<file path="src/sv/ed_pkg.sv">
`default_nettype none
// ----------------------------------------------------------------------------
// ed_pkg
// Shared constants, types and arithmetic helpers of the edit distance engine.
// ----------------------------------------------------------------------------
package ed_pkg;

  localparam int MAX_QUERY_LEN = 32;
  localparam int DIST_BITS     = 8;
  localparam int QLEN_W        = $clog2(MAX_QUERY_LEN + 1);
  localparam int IDX_W         = (MAX_QUERY_LEN > 1) ? $clog2(MAX_QUERY_LEN) : 1;
  localparam int OUT_W         = 8;

  localparam logic [DIST_BITS-1:0] DIST_MAX = {DIST_BITS{1'b1}};
  localparam logic [OUT_W-1:0]     OUT_MAX  = {OUT_W{1'b1}};

  typedef enum logic {CMD_QUERY = 1'b0, CMD_CANDIDATE = 1'b1} cmd_t;

  typedef logic [DIST_BITS-1:0] dist_t;
  typedef logic [QLEN_W-1:0]    qlen_t;

  typedef struct packed {
    logic       valid;
    logic       init;
    logic [7:0] ch;
    dist_t      left;
    dist_t      diag;
  } tok_t;

  function automatic dist_t sat_inc(input dist_t v);
    sat_inc = (v == DIST_MAX) ? v : v + dist_t'(1);
  endfunction

  function automatic dist_t dmin(input dist_t a, input dist_t b);
    dmin = (a < b) ? a : b;
  endfunction

  function automatic dist_t init_val(input qlen_t idx);
    logic [QLEN_W+DIST_BITS-1:0] wide_idx;
    logic [QLEN_W+DIST_BITS-1:0] wide_max;
    wide_idx = (QLEN_W + DIST_BITS)'(idx);
    wide_max = (QLEN_W + DIST_BITS)'(DIST_MAX);
    init_val = (wide_idx < wide_max) ? DIST_BITS'(wide_idx) : DIST_MAX;
  endfunction

  function automatic logic [OUT_W-1:0] to_out(input dist_t v);
    logic [DIST_BITS+OUT_W-1:0] wide_v;
    logic [DIST_BITS+OUT_W-1:0] wide_max;
    wide_v   = (DIST_BITS + OUT_W)'(v);
    wide_max = (DIST_BITS + OUT_W)'(OUT_MAX);
    to_out   = (wide_v < wide_max) ? OUT_W'(wide_v) : OUT_MAX;
  endfunction

endpackage

`default_nettype wire

</file>
<file path="src/sv/ed_if.sv">
`default_nettype none
// ----------------------------------------------------------------------------
// ed_in_if / ed_out_if
// Valid/ready channels for word bytes and for finished distances.
// ----------------------------------------------------------------------------
interface ed_in_if;
  logic       valid;
  logic       ready;
  logic       cmd;
  logic [7:0] ch;
  logic       last;

  modport source (output valid, output cmd, output ch, output last, input ready);
  modport sink   (input valid, input cmd, input ch, input last, output ready);
endinterface

interface ed_out_if;
  logic       valid;
  logic       ready;
  logic [7:0] distance;
  logic       query_truncated;

  modport source (output valid, output distance, output query_truncated, input ready);
  modport sink   (input valid, input distance, input query_truncated, output ready);
endinterface

`default_nettype wire

</file>
<file path="src/sv/ed_cell.sv">
`default_nettype none
// ----------------------------------------------------------------------------
// ed_cell
// One query position: holds its query byte and distance entry, updates the
// entry when the wavefront token passes and hands the token on.
// ----------------------------------------------------------------------------
module ed_cell (
  input  wire logic          clk,
  input  wire logic          rst_n,
  input  wire ed_pkg::qlen_t idx,
  input  wire logic          wr_en,
  input  wire logic [7:0]    wr_ch,
  input  wire ed_pkg::tok_t  tok_in,
  output ed_pkg::tok_t       tok_out,
  output ed_pkg::dist_t      row
);
  import ed_pkg::*;

  logic [7:0] q_r;
  dist_t      row_r;
  dist_t      row_nxt;
  dist_t      up;
  tok_t       tok_r;
  tok_t       tok_nxt;

  always_comb begin
    up      = tok_in.init ? init_val(idx) : row_r;
    row_nxt = (q_r == tok_in.ch) ? tok_in.diag : sat_inc(tok_in.diag);
    row_nxt = dmin(row_nxt, sat_inc(up));
    row_nxt = dmin(row_nxt, sat_inc(tok_in.left));
    tok_nxt       = tok_in;
    tok_nxt.left  = row_nxt;
    tok_nxt.diag  = up;
  end

  always_ff @(posedge clk) begin
    if (wr_en) begin
      q_r <= wr_ch;
    end
    if (!rst_n) begin
      row_r       <= '0;
      tok_r.valid <= 1'b0;
    end else begin
      if (tok_in.valid) begin
        row_r <= row_nxt;
      end
      tok_r <= tok_nxt;
    end
  end

  assign tok_out = tok_r;
  assign row     = row_r;

endmodule

`default_nettype wire

</file>
<file path="src/sv/edit_distance_engine.sv">
`default_nettype none
// ----------------------------------------------------------------------------
// edit_distance_engine
// Levenshtein distance; query bytes transfer back to back while no candidate
// byte is in flight. A candidate byte holds off the input until its token has
// passed the stored query, so a new byte is not taken before then; a last
// byte's distance is then registered for output, later while it is stalled.
// Synchronous active-low reset empties the query, closes both words and
// clears the output valid flag.
// ----------------------------------------------------------------------------
module edit_distance_engine (
  input  wire logic clk,
  input  wire logic rst_n,
  ed_in_if.sink     in_s,
  ed_out_if.source  out_s
);
  import ed_pkg::*;

  qlen_t      qlen_r, qlen_nxt;
  logic       qopen_r, qopen_nxt;
  logic       copen_r, copen_nxt;
  logic       trunc_r, trunc_nxt;
  logic       busy_r, busy_nxt;
  qlen_t      pos_r, pos_nxt;
  logic       lastp_r, lastp_nxt;
  dist_t      row0_r, row0_nxt;
  tok_t       tok_r, tok_nxt;
  logic       ov_r, ov_nxt;
  logic [7:0] od_r, od_nxt;
  logic       ot_r, ot_nxt;

  logic       acc;
  logic       q_wr;
  qlen_t      q_base;
  dist_t      old0;
  dist_t      fin;
  logic       out_free;

  tok_t       tok_w [0:MAX_QUERY_LEN];
  dist_t      row_w [0:MAX_QUERY_LEN-1];

  assign tok_w[0] = tok_r;

  genvar gi;
  generate
    for (gi = 0; gi < MAX_QUERY_LEN; gi++) begin : g_cell
      ed_cell u_cell (
        .clk     (clk),
        .rst_n   (rst_n),
        .idx     (QLEN_W'(gi + 1)),
        .wr_en   (q_wr && (q_base == QLEN_W'(gi))),
        .wr_ch   (in_s.ch),
        .tok_in  (tok_w[gi]),
        .tok_out (tok_w[gi+1]),
        .row     (row_w[gi])
      );
    end
  endgenerate

  assign acc      = in_s.valid && in_s.ready;
  assign q_base   = qopen_r ? qlen_r : '0;
  assign q_wr     = acc && (in_s.cmd == CMD_QUERY) &&
                    (q_base < QLEN_W'(MAX_QUERY_LEN));
  assign old0     = copen_r ? row0_r : '0;
  assign out_free = !ov_r || out_s.ready;
  assign fin      = (qlen_r == '0) ? row0_r : row_w[IDX_W'(qlen_r - qlen_t'(1))];

  always_comb begin
    qlen_nxt  = qlen_r;
    qopen_nxt = qopen_r;
    copen_nxt = copen_r;
    trunc_nxt = trunc_r;
    busy_nxt  = busy_r;
    pos_nxt   = pos_r;
    lastp_nxt = lastp_r;
    row0_nxt  = row0_r;
    tok_nxt   = tok_r;
    ov_nxt    = ov_r && !out_s.ready;
    od_nxt    = od_r;
    ot_nxt    = ot_r;
    tok_nxt.valid = 1'b0;

    if (acc && (in_s.cmd == CMD_QUERY)) begin
      copen_nxt = 1'b0;
      qopen_nxt = !in_s.last;
      trunc_nxt = qopen_r ? trunc_r : 1'b0;
      if (q_wr) begin
        qlen_nxt = q_base + qlen_t'(1);
      end else begin
        qlen_nxt  = q_base;
        trunc_nxt = 1'b1;
      end
    end else if (acc) begin
      qopen_nxt     = 1'b0;
      copen_nxt     = !in_s.last;
      busy_nxt      = 1'b1;
      pos_nxt       = '0;
      lastp_nxt     = in_s.last;
      row0_nxt      = sat_inc(old0);
      tok_nxt.valid = 1'b1;
      tok_nxt.init  = !copen_r;
      tok_nxt.ch    = in_s.ch;
      tok_nxt.left  = sat_inc(old0);
      tok_nxt.diag  = old0;
    end

    if (busy_r) begin
      if (pos_r != qlen_r) begin
        pos_nxt = pos_r + qlen_t'(1);
      end else if (!lastp_r) begin
        busy_nxt = 1'b0;
      end else if (out_free) begin
        busy_nxt = 1'b0;
        ov_nxt   = 1'b1;
        od_nxt   = to_out(fin);
        ot_nxt   = trunc_r;
      end
    end
  end

  always_ff @(posedge clk) begin
    od_r <= od_nxt;
    ot_r <= ot_nxt;
    if (!rst_n) begin
      qlen_r      <= '0;
      qopen_r     <= 1'b0;
      copen_r     <= 1'b0;
      trunc_r     <= 1'b0;
      busy_r      <= 1'b0;
      pos_r       <= '0;
      lastp_r     <= 1'b0;
      row0_r      <= '0;
      tok_r.valid <= 1'b0;
      ov_r        <= 1'b0;
    end else begin
      qlen_r  <= qlen_nxt;
      qopen_r <= qopen_nxt;
      copen_r <= copen_nxt;
      trunc_r <= trunc_nxt;
      busy_r  <= busy_nxt;
      pos_r   <= pos_nxt;
      lastp_r <= lastp_nxt;
      row0_r  <= row0_nxt;
      tok_r   <= tok_nxt;
      ov_r    <= ov_nxt;
    end
  end

  assign in_s.ready            = !busy_r;
  assign out_s.valid           = ov_r;
  assign out_s.distance        = od_r;
  assign out_s.query_truncated = ot_r;

endmodule

`default_nettype wire
</file>
<file path="src/flat_wrapper.sv">
// flat-port wrapper written by rule: the top's interface ports become plain ports
module edit_distance_engine_flat import ed_pkg::*;
  (clk, rst_n, in_s_valid, in_s_cmd, in_s_ch, in_s_last, in_s_ready, out_s_valid, out_s_distance, out_s_query_truncated, out_s_ready);
  ed_in_if in_s_i ();
  ed_out_if out_s_i ();
  input  wire logic clk;
  input  wire logic rst_n;
  input wire logic [$bits(in_s_i.valid)-1:0] in_s_valid;
  input wire logic [$bits(in_s_i.cmd)-1:0] in_s_cmd;
  input wire logic [$bits(in_s_i.ch)-1:0] in_s_ch;
  input wire logic [$bits(in_s_i.last)-1:0] in_s_last;
  output wire logic [$bits(in_s_i.ready)-1:0] in_s_ready;
  output wire logic [$bits(out_s_i.valid)-1:0] out_s_valid;
  output wire logic [$bits(out_s_i.distance)-1:0] out_s_distance;
  output wire logic [$bits(out_s_i.query_truncated)-1:0] out_s_query_truncated;
  input wire logic [$bits(out_s_i.ready)-1:0] out_s_ready;
  assign in_s_i.valid = in_s_valid;
  assign in_s_i.cmd = in_s_cmd;
  assign in_s_i.ch = in_s_ch;
  assign in_s_i.last = in_s_last;
  assign in_s_ready = in_s_i.ready;
  assign out_s_valid = out_s_i.valid;
  assign out_s_distance = out_s_i.distance;
  assign out_s_query_truncated = out_s_i.query_truncated;
  assign out_s_i.ready = out_s_ready;
  edit_distance_engine u_core (.clk(clk), .rst_n(rst_n), .in_s(in_s_i), .out_s(out_s_i));
endmodule
</file>
<file path="config.mk">
export PLATFORM = sky130hd
export DESIGN_NAME = edit_distance_engine_flat
export DESIGN_NICKNAME = d
export VERILOG_FILES = /design/src/sv/ed_pkg.sv /design/src/sv/ed_if.sv /design/src/sv/ed_cell.sv /design/src/sv/edit_distance_engine.sv /design/src/flat_wrapper.sv
export SDC_FILE = /design/constraint.sdc
export NUM_CORES = 2
export LEC_CHECK = 0
export BUFFER_PORTS_ARGS = -buffer_cell sky130_fd_sc_hd__buf_2
export CELL_PAD_IN_SITES_DETAIL_PLACEMENT = 0
export CELL_PAD_IN_SITES_GLOBAL_PLACEMENT = 1
export CORE_MARGIN = 1
export CORE_UTILIZATION = 53
export CTS_CLUSTER_DIAMETER = 30
export DETAILED_ROUTE_END_ITERATION = 16
export PLACE_DENSITY_LB_ADDON = 0.1
export SLEW_MARGIN = 20
export SYNTH_ARGS = -nofsm -noshare
export SYNTH_HDL_FRONTEND = slang
export SYNTH_SLANG_ARGS = --single-unit
export TNS_END_PERCENT = 10
</file>
<file path="constraint.sdc">
create_clock -name clk -period 7.4 [get_ports clk]
set_input_delay 1.11 -clock clk [delete_from_list [all_inputs] [get_ports clk]]
set_output_delay 1.11 -clock clk [all_outputs]
set_load 0.03 [all_outputs]
</file>
==> impl_metrics.json <==
{
  "outcome": "finished, final reports clean",
  "synth_area_sq_um": 83800,
  "synthCells": 7866,
  "synth_top_family_by_area": "simple AND/OR/NAND/NOR gates",
  "final_common_cell": "edfxtp_1",
  "path_clk_slew_ps": 50,
  "area_growth_syn_to_layout_pct": 16.0,
  "synth_nets": 8432,
  "portBuffers": 24,
  "endpoint_kind": "flop",
  "tns_ps": 0,
  "finalNetCount": 8688,
  "wirelength_um": 218000,
  "post-route-util": 0.621,
  "hold_violations": 0,
  "slowest_stage": "or4b_2",
  "grt_pass1_vias": 59000,
  "synth_enable_flop_cells": 1065,
  "dieArea_sq_um": 160000,
  "crit_arrival_ps": 7490,
  "crit_type": "flop to flop",
  "die_h_um": 400,
  "drv_slew": 0,
  "fin_skew_ps": 51.8,
  "final_cell_mix": "edfxtp_1 (1065), ha_1 (551), inv_1 (532)",
  "ctsResizeCount": 0,
  "yosysSeqAreaShare": 0.456,
  "hpwl_um": 161000,
  "clk_latency_ps": 910,
  "peakVddDrop_v": 0.000264,
  "drive_gt1_frac": 0.128,
  "gp_congestion": 0.888,
  "cts_setup_buffers": 0,
  "slew_headroom": 0.237,
  "grt_max_degree": 170,
  "synth-seq-cells": 1379,
  "ioPinCount": 25,
  "grt_pass1_wl_um": 334000,
  "synth-simple-area-share": 0.160,
  "yosys-mux-area-fraction": 0.104,
  "num_vias": 61300,
  "min_path_type": "flop to flop",
  "r2r_start": "u_core.g_cell[8].u_cell.tok_out[24]$_DFFE_PP_",
  "setup_viol_count_final": 0,
  "final_antenna_net_count": 0,
  "overflow": 0,
  "yosys_warnings": 0,
  "synth_xor_area_frac": 0.0584,
  "die_w_um": 400,
  "worst_pin_slew_ps": 1140,
  "synth_ff_type": "edfxtp_1",
  "grt_usage": 0.270,
  "fillers": 12700,
  "htree_levels": 5,
  "core_region_area_sq_um": 157000,
  "rrSetupSlack_ps": 700,
  "critPathLaunchType": "flop",
  "drtIter0Drc": 4667,
  "rsz0062_at_grt": "no",
  "r2r_end": "u_core.g_cell[9].u_cell.row[3]$_SDFFE_PN0P_",
  "cts_tree": "yes",
  "cts_hold_buf": 0,
  "cap_violations": 0,
  "ctsLongestPathBuffers": 4,
  "synthAdderAreaFrac": 0.0824,
  "antenna_found_initial": 20,
  "cts.sinks": 1379,
  "synth-compound-area-share": 0.107,
  "rows": 145,
  "cpPeakStageDelay_ps": 610,
  "wl_per_cell_um": 20.9,
  "fmax_mhz": 149,
  "cts_buffers": 313,
  "crit_required_ps": 8190,
  "drc": 0,
  "crit_chain": "nor2b_1 > ha_1 > and4_1 > nand4_2 > nand4_1 > xor2_1 > ha_1 > a211o_1 > or3_1 > a211o_1 > nand3_1 > buf_4 > nor2_1 > a21oi_1 > inv_1 > ha_1 > nand4_1 > nor2_1 > a211o_1 > or4b_2 > mux2_2 > and2_1 > mux2_2 > o21ba_2",
  "routed_via_density": 5.88,
  "period_share": 0.905,
  "initial_core_util": 0.535,
  "p_per_area_nw_per_um2": 269,
  "min_period_ps": 6700,
  "synth_area_per_cell_sq_um": 10.7,
  "crit_path_end": "u_core.g_cell[9].u_cell.row[3]$_SDFFE_PN0P_",
  "synth_cell_types": 94,
  "rr_worst_depth": 24,
  "crit_fanout": 10,
  "critical_path.startpoint": "u_core.g_cell[8].u_cell.tok_out[24]$_DFFE_PP_",
  "synthArstFlopShare": 0,
  "first_pass_iters": 6,
  "p_leak_nw": 39.8,
  "cts_root_buffer": "clkbuf_16"
}
[worst max-delay path, delay by kind of cell, from the launching register on]
| kind | cells | cell delay, ps |
|---|---|---|
| AND/OR/NAND/NOR | 11 | 2800 |
| AO/OA/AOI/OAI | 5 | 1280 |
| adder cells (fa/ha/maj) | 3 | 850 |
| multiplexers | 2 | 640 |
| flip-flops | 1 | 500 |
| buffers and inverters | 2 | 290 |
| XOR/XNOR | 1 | 220 |
[power by group]
part	internal, W	switching (W)	leakage (nW)
Sequential	0.00884	0.000373	12.9
Combinational	0.00122	0.00179	21.8
Clock	0.00954	0.00440	5.14
[per-stage QoR]
stage | hold WS [ps] | cell area, sq um | total power, W | worst slack (ps) | instances
6_report | 445 | 97200 | 0.0262 | 703 | 10400
2_1_floorplan | 409 | 83800 | 0.0114 | 1020 | 7866
3_5_place_dp | 455 | 86500 | 0.0123 | 766 | 9863
3_3_place_gp | 451 | 86500 | 0.0123 | 830 | 9863
5_1_grt | 450 | 97200 | 0.0271 | 217 | 10400
4_1_cts | 440 | 97200 | 0.0263 | 730 | 10400
[cell type report]
| type | count | area, sq um | area share |
|---|---|---|---|
| clock buffer | 371 | 8380 | 0.0862 |
| timing repair buffer | 82 | 628 | 0.00646 |
| clock inverter | 185 | 2280 | 0.0235 |
| antenna | 3 | 7.51 | 0.0000772 |
| inverter | 535 | 2010 | 0.0207 |
| multi-input combinational | 5811 | 43100 | 0.443 |
| tap | 2058 | 2570 | 0.0265 |
| sequential | 1379 | 38300 | 0.394 |
[layer usage]
metal  track usage  share of wire  wire, um
met1         0.369           0.45     98200
met2         0.425           0.45     98800
met3        0.0556          0.066     14400
met4        0.0975          0.031      6670
met5             0        0.00050       109
[sequential cells by signal, summed over array words and instances, names as in the netlist]
name	count
u_core.row0_r	8
u_core.tok_r	26
u_core.out_s.valid	1
u_core.g_cell.u_cell.q_r	256
u_core.trunc_r	1
u_core.busy_r	1
u_core.pos_r	6
u_core.out_s.distance	8
u_core.g_cell.u_cell.row	256
u_core.out_s.query_truncated	1
u_core.qopen_r	1
u_core.copen_r	1
u_core.qlen_r	6
u_core.g_cell.u_cell.tok_out	806
u_core.lastp_r	1
[synthesized netlist by cell type, types with 78 or more instances]
| library cell | n | area (sq um) |
|---|---|---|
| edfxtp_1 | 1065 | 32000 |
| ha_1 | 552 | 6910 |
| inv_1 | 533 | 2000 |
| mux2i_1 | 498 | 4980 |
| nor2_1 | 497 | 1870 |
| nand2_1 | 477 | 1790 |
| nand3_1 | 423 | 2120 |
| xor2_1 | 385 | 3370 |
| o21ai_0 | 373 | 1870 |
| dfxtp_1 | 314 | 6290 |
| a21oi_1 | 290 | 1450 |
| nor2b_1 | 224 | 1400 |
| nand4_1 | 208 | 1300 |
| and3_1 | 179 | 1120 |
| xnor2_1 | 174 | 1520 |
| mux2_2 | 172 | 1940 |
| nand2b_1 | 131 | 820 |
| clkbuf_1 | 114 | 428 |
| a21o_1 | 111 | 833 |
| nor3_1 | 90 | 450 |
| o21ba_2 | 89 | 891 |
| or2_2 | 89 | 557 |
| mux4_2 | 79 | 1780 |
| and2_1 | 78 | 488 |
[worst min path at each step]
| stage | from | endpoint | slack [ps] | depth (start not counted) |
|---|---|---|---|---|
| finish | u_core.g_cell[27].u_cell.tok_out[17]$_DFFE_PP_ | u_core.g_cell[28].u_cell.tok_out[17]$_DFFE_PP_ | 440 | 0 |
| global route | u_core.g_cell[27].u_cell.tok_out[17]$_DFFE_PP_ | u_core.g_cell[28].u_cell.tok_out[17]$_DFFE_PP_ | 450 | 0 |
| CTS | u_core.g_cell[27].u_cell.tok_out[17]$_DFFE_PP_ | u_core.g_cell[28].u_cell.tok_out[17]$_DFFE_PP_ | 440 | 0 |
| detailed placement | u_core.g_cell[8].u_cell.tok_out[23]$_DFFE_PP_ | u_core.g_cell[9].u_cell.tok_out[23]$_DFFE_PP_ | 450 | 0 |
| global placement | u_core.g_cell[9].u_cell.tok_out[22]$_DFFE_PP_ | u_core.g_cell[10].u_cell.tok_out[22]$_DFFE_PP_ | 450 | 0 |
| floorplan | u_core.trunc_r$_SDFFE_PN0P_ | u_core.out_s.query_truncated$_DFFE_PP_ | 410 | 0 |
[logic make-up after synthesis]
group,count (synthesis)
compound gates,1346
xor+xnor,559
fa+ha+maj,552
buf+inv,676
flops,1379
mux,752
simple gates,2602
(Power assumes the default switching activity.)
